### src/hdl/salkc_ram.sv
`default_nettype none
// ----------------------------------------------------------------------------
// salkc_ram
// Generic simple dual port memory: one write port, one read port with the
// read data registered.
// ----------------------------------------------------------------------------
module salkc_ram #(
    parameter int WIDTH = 8,
    parameter int DEPTH = 16
) (
    input  wire logic                                     clk,
    input  wire logic                                     we,
    input  wire logic [((DEPTH > 1) ? $clog2(DEPTH) : 1)-1:0] waddr,
    input  wire logic [WIDTH-1:0]                         wdata,
    input  wire logic [((DEPTH > 1) ? $clog2(DEPTH) : 1)-1:0] raddr,
    output logic      [WIDTH-1:0]                         rdata
);

    logic [WIDTH-1:0] mem_reg [DEPTH];
    logic [WIDTH-1:0] rdata_reg;

    // write port
    always_ff @(posedge clk)
    begin
        if (we)
        begin
            mem_reg[waddr] <= wdata;
        end
    end

    // registered read port
    always_ff @(posedge clk)
    begin
        rdata_reg <= mem_reg[raddr];
    end

    assign rdata = rdata_reg;

endmodule
`default_nettype wire
### config.mk
export PLATFORM = sky130hd
export DESIGN_NAME = salkc_ram
export DESIGN_NICKNAME = d
export VERILOG_FILES = /design/src/hdl/salkc_ram.sv
export SDC_FILE = /design/constraint.sdc
export NUM_CORES = 1
export LEC_CHECK = 0
export ABC_AREA = 1
export CORE_MARGIN = 2
export CORE_UTILIZATION = 60
export CTS_CLUSTER_DIAMETER = 30
export DETAILED_ROUTE_END_ITERATION = 10
export DONT_BUFFER_PORTS = 1
export GPL_TIMING_DRIVEN = 0
export PLACE_DENSITY = 0.76
export SLEW_MARGIN = 20
export SYNTH_ARGS = -nofsm -noshare
export SYNTH_HDL_FRONTEND = slang
export SYNTH_SLANG_ARGS = --single-unit
### constraint.sdc
create_clock -name clk -period 2.5 [get_ports clk]
set_clock_uncertainty 0.15 [all_clocks]
set_input_delay 0.25 -clock clk [delete_from_list [all_inputs] [get_ports clk]]
set_output_delay 0.25 -clock clk [all_outputs]
set_load 0.005 [all_outputs]
[Word level (Yosys, flattened, before mapping)]
Memories as Yosys holds them, arrays and structs flattened. A register that Yosys moved wholly into a read port is not among the register bits.
Cells that the tools add are included.
Storage, ports and cells
  logic and storage cells: 3
  bits in registers: 0
  bits of input ports: 18
  output and inout bits: 8
  memories: 1
  memory bits (writable): 128
Memories
  mem_reg: depth 16, bits a word 8, rd ports 1, clocked after memory_dff 1, wr ports 1, line 19  | logic [WIDTH-1:0] mem_reg [DEPTH];
Cells by class
  multiplexer cells: 2
Operator list (count)
  1-bit 2-to-1 mux: 2

[Logic depth before layout (Yosys ltp)]
Gate-level depths: netlist of run 1.
  word-level depth: 2
  gate-level depth with buffers: 8
  mapped depth without buffers: 7

[Worst setup path after synthesis of run 1]
OpenSTA, ideal clock, no wires.
  path kind: input port to flip-flop
  start: in waddr[2] in the netlist's numbering
  end: mem mem_reg[10][0] (enable)
  setup time: 0.370 ns
  path slack: 1.149 ns
  arrival time: 0.831 ns
  stages on the path: 2
  required time: 1.980 ns
  buffers on the path: 0
  path through: nand3b_1 > nor2_1
RTL lines
  start, declared: line 13  | input wire logic [((DEPTH > 1) ? $clog2(DEPTH) : 1)-1:0] waddr,
  end, declared: line 19
No word-level cell before the write port.

[Final worst setup path of run 1]
  start: reg rdata_reg[7], in the netlist rdata[7] (read register of mem_reg)
  end: out rdata[7]
RTL lines
  start, declared: line 20  | logic [WIDTH-1:0] rdata_reg;
  end, declared: line 16  | output logic [WIDTH-1:0] rdata
No word-level cell between the ends.

==> results of run 1 <==
==> layout make-up <==
cell class	instances	area (um2)	area share (%)
plain buffers	24	166.4	2.508
clock buffers	17	414.1	6.242
clock inverters	15	212.7	3.206
inverters	102	382.9	5.770
multi-input cells	289	1214	18.29
flip-flops and latches	136	4004	60.34
well taps	129	161.4	2.433
repair buffers	8	80.08	1.207
==> cells in the mapped netlist <==
cell	number
nand3b_1	2
nor2_1	17
buf_6	6
inv_1	100
edfxtp_1	128
dfxtp_1	8
inv_2	2
buf_2	13
buf_4	4
buf_1	1
nand3_1	97
nand2_1	173
==> report_power, final <==
part	internal, mW	leakage (nW)	switching [mW]
clock network	1.64	0.297	1.00
registers	2.55	1.22	0.0177
logic	0.0890	1.33	0.220
==> cell families after synthesis <==
| family | Yosys count | synth area share (%) |
|---|---|---|
| simple gates | 289 | 21.05 |
| flops | 136 | 69.43 |
| buf+inv | 126 | 9.525 |
==> worst min-delay path: cells and delay by family <==
family                 cells  cell delay (ns)
buffers and inverters      1             0.15
AND/OR/NAND/NOR            3             0.26
==> per-layer routing <==
| layer | track usage, % | vias to the layer above |
|---|---|---|
| li1 | - | 1831 |
| met1 | 40.08 | 1884 |
| met2 | 43.78 | 272 |
| met3 | 6.156 | 33 |
| met4 | 11.28 | 0 |
| met5 | 0 | - |
==> path summary, 6_finish.rpt <==
| kind | startpoint | end | cells after the start |
|---|---|---|---|
| min reg2reg | mem_reg[15][7] | rdata[7] | 6 |
| max | rdata[7] | rdata[7] | 0 |
| min | raddr[2] | rdata[1] | 4 |
| max reg2reg | mem_reg[15][1] | rdata[1] | 6 |
==> impl_metrics.sql, run 1 <==
INSERT INTO impl_metrics (metric_group, metric, value, unit) VALUES
('outcome', 'status', 'complete, no violations', ''),
('final_layout', 'post-route-util', '71.47', '%'),
('clocking', 'cts.root.buffer_cell', 'clkbuf_8', ''),
('pwr', 'static-leakage-power', '2.853', 'nW'),
('worst_setup_path', 'r2r_setup_slack', '1.33', 'ns'),
('worst_hold_path', 'min_path_type', 'input pin to flip-flop', ''),
('placement', 'routabilityCongestion', '0.8851', ''),
('final_layout', 'drive_gt1_share', '9.645', '%'),
('floorplan', 'core-area', '9284', 'um2'),
('sta', 'tns', '0', 'ns'),
('sta', 'whs', '0.01451', 'ns'),
('logic_synthesis', 'ys_top_cells_by_area', 'edfxtp_1 67%, nand2_1 11%, nand3_1 8.4%, inv_1 6.5%, dfxtp_1 2.8%', ''),
('logic_synthesis', 'yosysTopAreaCellShare', '66.65', '%'),
('worst_setup_path', 'worst_ep_arrival_time', '0.87', 'ns'),
('final_layout', 'layoutNonFillerInstCount', '720', ''),
('floorplan', 'initial_core_util', '62.12', '%'),
('placement', 'placement.io_buffers', '0', ''),
('drt', 'routed_via_density', '5.583', ''),
('logic_synthesis', 'yosysSeqAreaShare', '69.43', '%'),
('sta', 'rsz0062_at_grt', 'false', ''),
('drt', 'wirelength_met1', '5438', 'um'),
('logic_synthesis', 'synth-seq-cells', '136', ''),
('global_routing', 'grt_pass1_wl', '20940', 'um'),
('global_routing', 'grt_overflow_total', '0', ''),
('placement', 'placed_area', '5928', 'um2'),
('final_layout', 'stdcell_area', '6635', 'um2'),
('logic_synthesis', 'synthesis.yosys.warnings', '0', ''),
('clocking', 'cts_htree_levels', '4', ''),
('final_layout', 'most-common-layout-cells', '173 x nand2_1, 128 x edfxtp_1, 100 x inv_1', ''),
('clocking', 'cts.repair.resized', '0', ''),
('worst_setup_path', 'worst_setup_path_end_kind', 'output pin', ''),
('clocking', 'clk_pin_slew_worst_paths', '0.06', 'ns'),
('drt', 'first_pass_iters', '5', ''),
('floorplan', 'vertical_extent_of_the_die', '102.0', 'um'),
('drt', 'detail_route.wirelength', '13660', 'um'),
('global_routing', 'grt_max_degree', '17', ''),
('clocking', 'cts_inserted_buffers', '17', ''),
('drt', 'detailedRoute.firstIterationViolations', '634', ''),
('placement', 'post-dp-hpwl', '8451', 'um'),
('worst_setup_path', 'crit_path_start_kind', 'flip-flop', ''),
('logic_synthesis', 'synth_area_leader_cell', 'edfxtp_1', ''),
('clocking', 'number_of_buffers_on_the_longest_clock_path', '2', ''),
('worst_setup_path', 'crit_path_max_fanout', '1', ''),
('pwr', 'cellPowerDensity', '831.8', 'nW/um2'),
('clocking', 'worstSkewPairLatency', '0.53', 'ns'),
('pwr', 'max-vdd-ir-drop', '0.5165', 'mV'),
('logic_synthesis', 'synth_fp_nets', '569', ''),
('final_layout', 'final_net_count', '596', ''),
('clocking', 'tritoncts', 'done', ''),
('pwr', 'post-layout-total-power', '5.519', 'mW'),
('logic_synthesis', 'avgSynthCellArea', '10.47', 'um2'),
('floorplan', 'die-area', '10410', 'um2'),
('logic_synthesis', 'syn-instance-count', '551', ''),
('global_routing', 'first_global_vias', '3851', ''),
('logic_synthesis', 'synth_cell_types', '12', ''),
('floorplan', 'die_width', '102.0', 'um'),
('sta', 'clock.fmax', '0.7878', 'GHz'),
('logic_synthesis', 'syn_area', '5767', 'um2'),
('final_layout', 'largest_register_ff_count', '128', ''),
('drt', 'drc', '0', ''),
('sta', 'final-max-slew-violation-count', '0', ''),
('placement', 'place.detailed.instances', '680', ''),
('sta', 'minimum_clock_period_after_layout', '1.269', 'ns'),
('sta', 'layout_setup_ws', '1.231', 'ns'),
('clocking', 'ctsHoldBuffers', '8', ''),
('global_routing', 'grt_antenna_before_repair', '0', ''),
('drt', 'routed-wl-met3', '1357', 'um'),
('sta', 'worst_slew_pin_slew', '0.9764', 'ns'),
('drt', 'met2WireLength', '6503', 'um'),
('sta', 'slew_headroom', '34.66', '%'),
('sta', 'min_period_over_period', '50.77', '%');
(Power assumes the default switching activity.)
==> run 2: changes to the inputs <==
==> constraint.sdc (replaced) <==
create_clock -name clk -period 1.24 [get_ports clk]
set_clock_uncertainty 0.15 [all_clocks]
set_input_delay 0.124 -clock clk [delete_from_list [all_inputs] [get_ports clk]]
set_output_delay 0.124 -clock clk [all_outputs]
set_load 0.005 [all_outputs]
==> run 2 against run 1 <==
- critical path depth rose by 6
- the flow now finishes with violations (design-rule violations, negative hold slack)
- clock-buffer cell count did not move
- register-to-register slack got worse by 1.3 ns
- highest routed layer unchanged
- combinational power rose by 110%
==> impl_metrics.sql, run 2 (synthesized netlist as in run 1, its figures left out) <==
INSERT INTO impl_metrics (metric_group, metric, value, unit) VALUES
('outcome', 'status', 'finished with violations', ''),
('outcome', 'failed_checks', 'design-rule violations, negative hold slack', ''),
('worst_setup_path', 'crit_path_start_kind', 'flip-flop', ''),
('sta', 'timing.final.setup_violations', '0', ''),
('worst_hold_path', 'min_path_type', 'input pin to flip-flop', ''),
('worst_setup_path', 'critPathKind', 'flip-flop to flip-flop', ''),
('worst_setup_path', 'worst_setup_path_end_kind', 'flip-flop', ''),
('worst_setup_path', 'cp_cell_sequence', 'inv_1 > nand2_1 > nand3_1 > nand3_1 > nand3_1 > nand2_1', ''),
('worst_setup_path', 'worst_ep_arrival_time', '1.44', 'ns'),
('drt', 'drt.antenna.violating_nets', '0', ''),
('worst_setup_path', 'slowest_stage', 'edfxtp_1', ''),
('worst_setup_path', 'worstRegToRegCells', '6', ''),
('clocking', 'worstSkewPairLatency', '0.53', 'ns'),
('drt', 'first_pass_iters', '9', ''),
('worst_hold_path', 'worstHoldPathCells', '2', ''),
('clocking', 'number_of_buffers_on_the_longest_clock_path', '2', ''),
('placement', 'routabilityCongestion', '0.8851', ''),
('drt', 'routed_via_density', '5.607', ''),
('worst_setup_path', 'worstPathRequired', '1.50', 'ns'),
('global_routing', 'grt_max_degree', '17', ''),
('drt', 'detail_route.wirelength', '13840', 'um'),
('final_layout', 'area_growth_syn_to_layout', '16.19', '%'),
('clocking', 'clock_sink_count', '136', ''),
('placement', 'post-dp-hpwl', '8451', 'um'),
('drt', 'wl_per_cell', '19.06', 'um'),
('clocking', 'ctsHoldBuffers', '14', ''),
('final_layout', 'filler_cell_count', '635', ''),
('floorplan', 'initial_core_util', '62.12', '%'),
('sta', 'finalHoldViolCount', '64', ''),
('sta', 'min_period_over_period', '95.40', '%'),
('sta', 'minimum_clock_period_after_layout', '1.183', 'ns'),
('sta', 'worst_slew_pin_slew', '0.9696', 'ns'),
('final_layout', 'stdcell_area', '6700', 'um2'),
('floorplan', 'placementRows', '35', ''),
('floorplan', 'die_width', '102.0', 'um'),
('worst_setup_path', 'crit_path_max_fanout', '1', ''),
('worst_setup_path', 'longest_individual_stage_delay_on_the_worst_path', '0.40', 'ns'),
('drt', 'drc', '2', ''),
('global_routing', 'gr-usage-all-layers', '28.64', '%'),
('sta', 'whs', '-0.07893', 'ns'),
('final_layout', 'antenna_cells_inserted', '0', ''),
('pwr', 'cellPowerDensity', '1664', 'nW/um2'),
('clocking', 'tritoncts', 'done', ''),
('final_layout', 'largest_register_ff_count', '128', ''),
('drt', 'detailedRoute.firstIterationViolations', '584', ''),
('final_layout', 'layoutNonFillerInstCount', '726', ''),
('run', 'timing.max_cap.violations', '0', ''),
('floorplan', 'die-area', '10410', 'um2'),
('clocking', 'cts.root.buffer_cell', 'clkbuf_8', ''),
('worst_setup_path', 'path_common_cell', 'nand3_1', ''),
('floorplan', 'core-area', '9284', 'um2'),
('global_routing', 'first_global_vias', '3885', ''),
('clocking', 'clk_pin_slew_worst_paths', '0.06', 'ns'),
('placement', 'placement.io_buffers', '0', ''),
('clocking', 'cts_inserted_buffers', '17', ''),
('floorplan', 'boundaryPins', '26', ''),
('final_layout', 'drive_gt1_share', '9.715', '%'),
('global_routing', 'grt_overflow_total', '0', ''),
('pwr', 'max-vdd-ir-drop', '1.036', 'mV'),
('sta', 'clock.fmax', '0.8453', 'GHz'),
('sta', 'slew_headroom', '35.12', '%'),
('pwr', 'static-leakage-power', '2.880', 'nW'),
('global_routing', 'grt_antenna_before_repair', '0', ''),
('clocking', 'cts_htree_levels', '4', ''),
('final_layout', 'mostFrequentLayoutCell', 'nand2_1', ''),
('sta', 'rsz0062_at_grt', 'false', ''),
('sta', 'final-max-slew-violation-count', '0', ''),
('final_layout', 'regArea', '4004', 'um2'),
('placement', 'place.detailed.instances', '680', ''),
('drt', 'detailroute.via_count', '4071', ''),
('global_routing', 'grt_pass1_wl', '21170', 'um'),
('floorplan', 'vertical_extent_of_the_die', '102.0', 'um'),
('final_layout', 'most-common-layout-cells', '173 x nand2_1, 128 x edfxtp_1, 100 x inv_1', ''),
('worst_setup_path', 'path_buf_inv', '1', ''),
('final_layout', 'final_net_count', '602', ''),
('worst_setup_path', 'path_depth', '6', ''),
('placement', 'placed_area', '5928', 'um2'),
('worst_setup_path', 'critPathTopFamily', 'simple AND/OR/NAND/NOR gates', ''),
('final_layout', 'multi_input_area', '1219', 'um2');
[run 2: cell types whose count changed in the layout (fill, tap and decap cells not counted), sizes merged]
cell	delta
dlygate4sd3	+6
[run 2: power by group]
group	switching (mW)	leakage [nW]	total, mW	internal [mW]
Sequential	0.0366	1.22	5.18	5.14
Clock	2.02	0.297	5.33	3.31
Combinational	0.448	1.36	0.641	0.192
[run 2: cell type report]
cell class,instances,area share [%]
well taps,129,2.409
inverters,102,5.714
multi-input cells,289,18.19
repair buffers,14,2.091
flip-flops and latches,136,59.76
clock buffers,17,6.181
clock inverters,15,3.175
plain buffers,24,2.484
[run 2: worst paths after layout]
path | startpoint | endpoint | slack (ns)
setup / recovery | mem_reg[11][5] | rdata[5] | 0.06
hold / removal | waddr[1] | mem_reg[3][2] | -0.08
setup reg to reg | mem_reg[11][5] | rdata[5] | 0.06
hold reg to reg | mem_reg[15][7] | rdata[7] | 0.55
[run 2: per-layer routing]
layer / track usage [%] / share of wire, % / up-vias
li1: - / - / 1842
met3: 6.156 / 11 / 33
met4: 11.18 / 2.5 / 0
met2: 44.33 / 48 / 285
met1: 40.41 / 39 / 1911
met5: 0 / 0 / -
[run 2: what timing repair did]
action	CTS	global route
hold endpoints to repair	208	47
setup buffers	0	0
endpoints found under the setup margin	0	1
gates resized for setup	0	1
[run 2: per-stage QoR]
step / TNS, ns / utilization (%) / total power [mW] / worst slack [ns]
2_1_floorplan: 0 / - / 5.625 / 0.01516
3_3_place_gp: -29.24 / 63.85 / 5.767 / -0.3938
3_5_place_dp: -33.49 / 63.85 / 5.786 / -0.3937
4_1_cts: 0 / 72.12 / 11.13 / 0.07960
5_1_grt: 0 / 72.17 / 11.39 / 0.005661
6_report: 0 / 72.17 / 11.15 / 0.05705
==> run 3: changes to the inputs <==
--- a/config.mk
+++ b/config.mk
@@ -13,6 +13,7 @@
 export DONT_BUFFER_PORTS = 1
 export GPL_TIMING_DRIVEN = 0
 export PLACE_DENSITY = 0.76
+export SETUP_SLACK_MARGIN = 0.1
 export SLEW_MARGIN = 20
 export SYNTH_ARGS = -nofsm -noshare
 export SYNTH_HDL_FRONTEND = slang
==> run 3 against run 2 <==
- the flow finishes with violations (negative hold slack)
- fmax increased by 1.2%
- register-to-register slack about the same
- core utilization increased by 1.5 points
- sequential share of layout area decreased by 1.2 points
- final area increased by 2.1%
- via count increased by 0.59%
- routed wire length increased by 5.3%
- combinational power increased by 11%
- critical path depth unchanged
- global-route usage increased by 1.5 points
- clock-buffer cell count increased by 1
- critical path type unchanged
- largest cell class unchanged
==> impl_metrics.sql, run 3 (synthesized netlist as in run 1, its figures left out) <==
INSERT INTO impl_metrics (metric_group, metric, value, unit) VALUES
('final_layout', 'drive_gt1_share', '17.53', '%'),
('sta', 'min_period_over_period', '94.27', '%'),
('sta', 'final-max-slew-violation-count', '0', ''),
('pwr', 'max-vdd-ir-drop', '1.037', 'mV'),
('worst_setup_path', 'timing.critical_path.to', 'rdata[4]', ''),
('clocking', 'cts_htree_levels', '4', ''),
('placement', 'post-dp-hpwl', '8631', 'um'),
('final_layout', 'antenna_cells_inserted', '0', ''),
('clocking', 'cts.root.buffer_cell', 'clkbuf_8', ''),
('sta', 'clock.fmax', '0.8554', 'GHz'),
('final_layout', 'multi_input_area', '1396', 'um2'),
('final_layout', 'area_growth_syn_to_layout', '18.64', '%'),
('drt', 'drt.antenna.violating_nets', '0', ''),
('drt', 'detailroute.via_count', '4095', ''),
('drt', 'first_pass_iters', '7', ''),
('worst_setup_path', 'worstReg2RegStart', 'mem_reg[14][4]', ''),
('worst_hold_path', 'worstHoldPathCells', '2', ''),
('sta', 'tns', '0', 'ns'),
('final_layout', 'filler_cell_count', '647', ''),
('final_layout', 'most-common-layout-cells', '164 x nand2_1, 128 x edfxtp_1, 99 x inv_1', ''),
('drt', 'routed_via_density', '5.625', ''),
('final_layout', 'stdcell_area', '6842', 'um2'),
('worst_setup_path', 'cp_cell_sequence', 'nand2_1 > nand2_2 > nand2_1 > nand3_1 > nand3_1 > nand2_1', ''),
('drt', 'drc', '0', ''),
('placement', 'routabilityCongestion', '0.9190', ''),
('outcome', 'status', 'finished with violations', ''),
('floorplan', 'placementRows', '35', ''),
('placement', 'placement.io_buffers', '0', ''),
('worst_setup_path', 'critPathTopFamily', 'simple AND/OR/NAND/NOR gates', ''),
('global_routing', 'grt_max_degree', '17', ''),
('drt', 'wl_per_cell', '20.01', 'um'),
('clocking', 'cts_inserted_buffers', '17', ''),
('global_routing', 'first_global_vias', '3964', ''),
('clocking', 'number_of_buffers_added_for_setup_after_cts', '0', ''),
('final_layout', 'regArea', '4008', 'um2'),
('sta', 'timing.final.setup_violations', '0', ''),
('outcome', 'failed_checks', 'negative hold slack', ''),
('global_routing', 'grt_pass1_wl', '22270', 'um'),
('final_layout', 'mostFrequentLayoutCell', 'nand2_1', ''),
('worst_setup_path', 'worst_ep_arrival_time', '1.42', 'ns'),
('worst_setup_path', 'worstRegToRegCells', '6', ''),
('global_routing', 'gr-usage-all-layers', '30.15', '%'),
('final_layout', 'largest_register_ff_count', '128', ''),
('drt', 'detailedRoute.firstIterationViolations', '556', ''),
('sta', 'rsz0062_at_grt', 'true', ''),
('sta', 'finalHoldViolCount', '56', ''),
('pwr', 'cellPowerDensity', '1563', 'nW/um2'),
('worst_setup_path', 'slowest_stage', 'edfxtp_1', ''),
('clocking', 'number_of_buffers_on_the_longest_clock_path', '2', ''),
('clocking', 'clock_sink_count', '136', ''),
('worst_setup_path', 'worstPathRequired', '1.49', 'ns'),
('floorplan', 'boundaryPins', '26', ''),
('floorplan', 'vertical_extent_of_the_die', '102.0', 'um'),
('worst_setup_path', 'critPathKind', 'flip-flop to flip-flop', ''),
('clocking', 'worstSkewPairLatency', '0.52', 'ns'),
('worst_hold_path', 'min_path_type', 'input pin to flip-flop', ''),
('global_routing', 'grt_antenna_before_repair', '1', ''),
('sta', 'minimum_clock_period_after_layout', '1.169', 'ns'),
('pwr', 'static-leakage-power', '2.914', 'nW'),
('worst_setup_path', 'path_common_cell', 'nand2_1', ''),
('worst_setup_path', 'crit_path_start_kind', 'flip-flop', ''),
('clocking', 'clk_pin_slew_worst_paths', '0.06', 'ns'),
('clocking', 'tritoncts', 'done', ''),
('worst_setup_path', 'worstReg2RegEnd', 'rdata[4]', ''),
('final_layout', 'final_net_count', '604', ''),
('global_routing', 'grt_overflow_total', '0', ''),
('floorplan', 'core-area', '9284', 'um2'),
('worst_setup_path', 'longest_individual_stage_delay_on_the_worst_path', '0.37', 'ns'),
('worst_setup_path', 'worst_setup_path_end_kind', 'flip-flop', ''),
('placement', 'placed_area', '5943', 'um2'),
('sta', 'worst_slew_pin_slew', '0.8749', 'ns'),
('worst_setup_path', 'path_buf_inv', '0', ''),
('floorplan', 'die-area', '10410', 'um2'),
('worst_setup_path', 'r2r_setup_slack', '0.07', 'ns'),
('worst_setup_path', 'path_depth', '6', ''),
('worst_setup_path', 'crit_start', 'mem_reg[14][4]', ''),
('run', 'timing.max_cap.violations', '0', ''),
('clocking', 'ctsHoldBuffers', '16', ''),
('floorplan', 'die_width', '102.0', 'um'),
('sta', 'slew_headroom', '41.46', '%'),
('drt', 'detail_route.wirelength', '14570', 'um'),
('floorplan', 'initial_core_util', '62.12', '%'),
('sta', 'whs', '-0.09147', 'ns'),
('worst_setup_path', 'crit_path_max_fanout', '1', '');
-- run 3: worst min path at each step --
stage,to,startpoint
finish,mem_reg[14][4],waddr[1]
global route,mem_reg[14][4],waddr[1]
CTS,mem_reg[14][4],waddr[1]
detailed placement,mem_reg[0][1],wdata[1]
global placement,mem_reg[3][2],wdata[2]
floorplan,mem_reg[0][0],wdata[0]
-- run 3: what timing repair did --
item,in CTS,in global routing
endpoints found under the hold margin,198,48
gates resized for setup,5,39
pin swaps,3,11
setup endpoints to repair,6,44
-- run 3: final cells by class --
cell class                      instances  area share [%]
Clock inverter                         14           2.176
Clock buffer                           18           6.108
Timing Repair Buffer                   16           2.341
Sequential cell                       136           58.58
Inverter                              102           5.596
Buffer                                 24           2.432
Tap cell                              129           2.359
Multi-Input combinational cell        289           20.41
-- run 3: through the flow --
stage	hold slack, ns	power (mW)	setup slack [ns]	instances	utilization, %
3_5_place_dp	0.07358	5.795	-0.4025	680	64.02
3_3_place_gp	0.07382	5.780	-0.3670	680	64.02
2_1_floorplan	0.07287	5.628	0.01517	551	-
5_1_grt	-0.08907	10.97	0.02603	728	73.69
4_1_cts	-0.1252	10.65	0.09202	728	72.12
6_report	-0.09147	10.70	0.07099	728	73.69
-- run 3: worst register-to-register path: cells and delay by family, from the launching register on --
family	cells	cell delay, ns
AND/OR/NAND/NOR	6	0.54
flip-flops	1	0.37
-- run 3: metal layers --
layer	GRT usage [%]	part of all wire [%]	vias to the layer above
met5	0	0.089	-
met4	11.79	2.7	2
met3	6.498	11	35
met2	46.10	47	249
met1	42.93	39	1957
li1	-	-	1852
-- run 3: power breakdown --
part	total (mW)	leakage, nW	internal, mW	switching (mW)
combinational	0.710	1.42	0.214	0.496
sequential	5.18	1.22	5.14	0.0344
clock	4.81	0.269	2.87	1.94
total	10.7	2.91	8.22	2.47
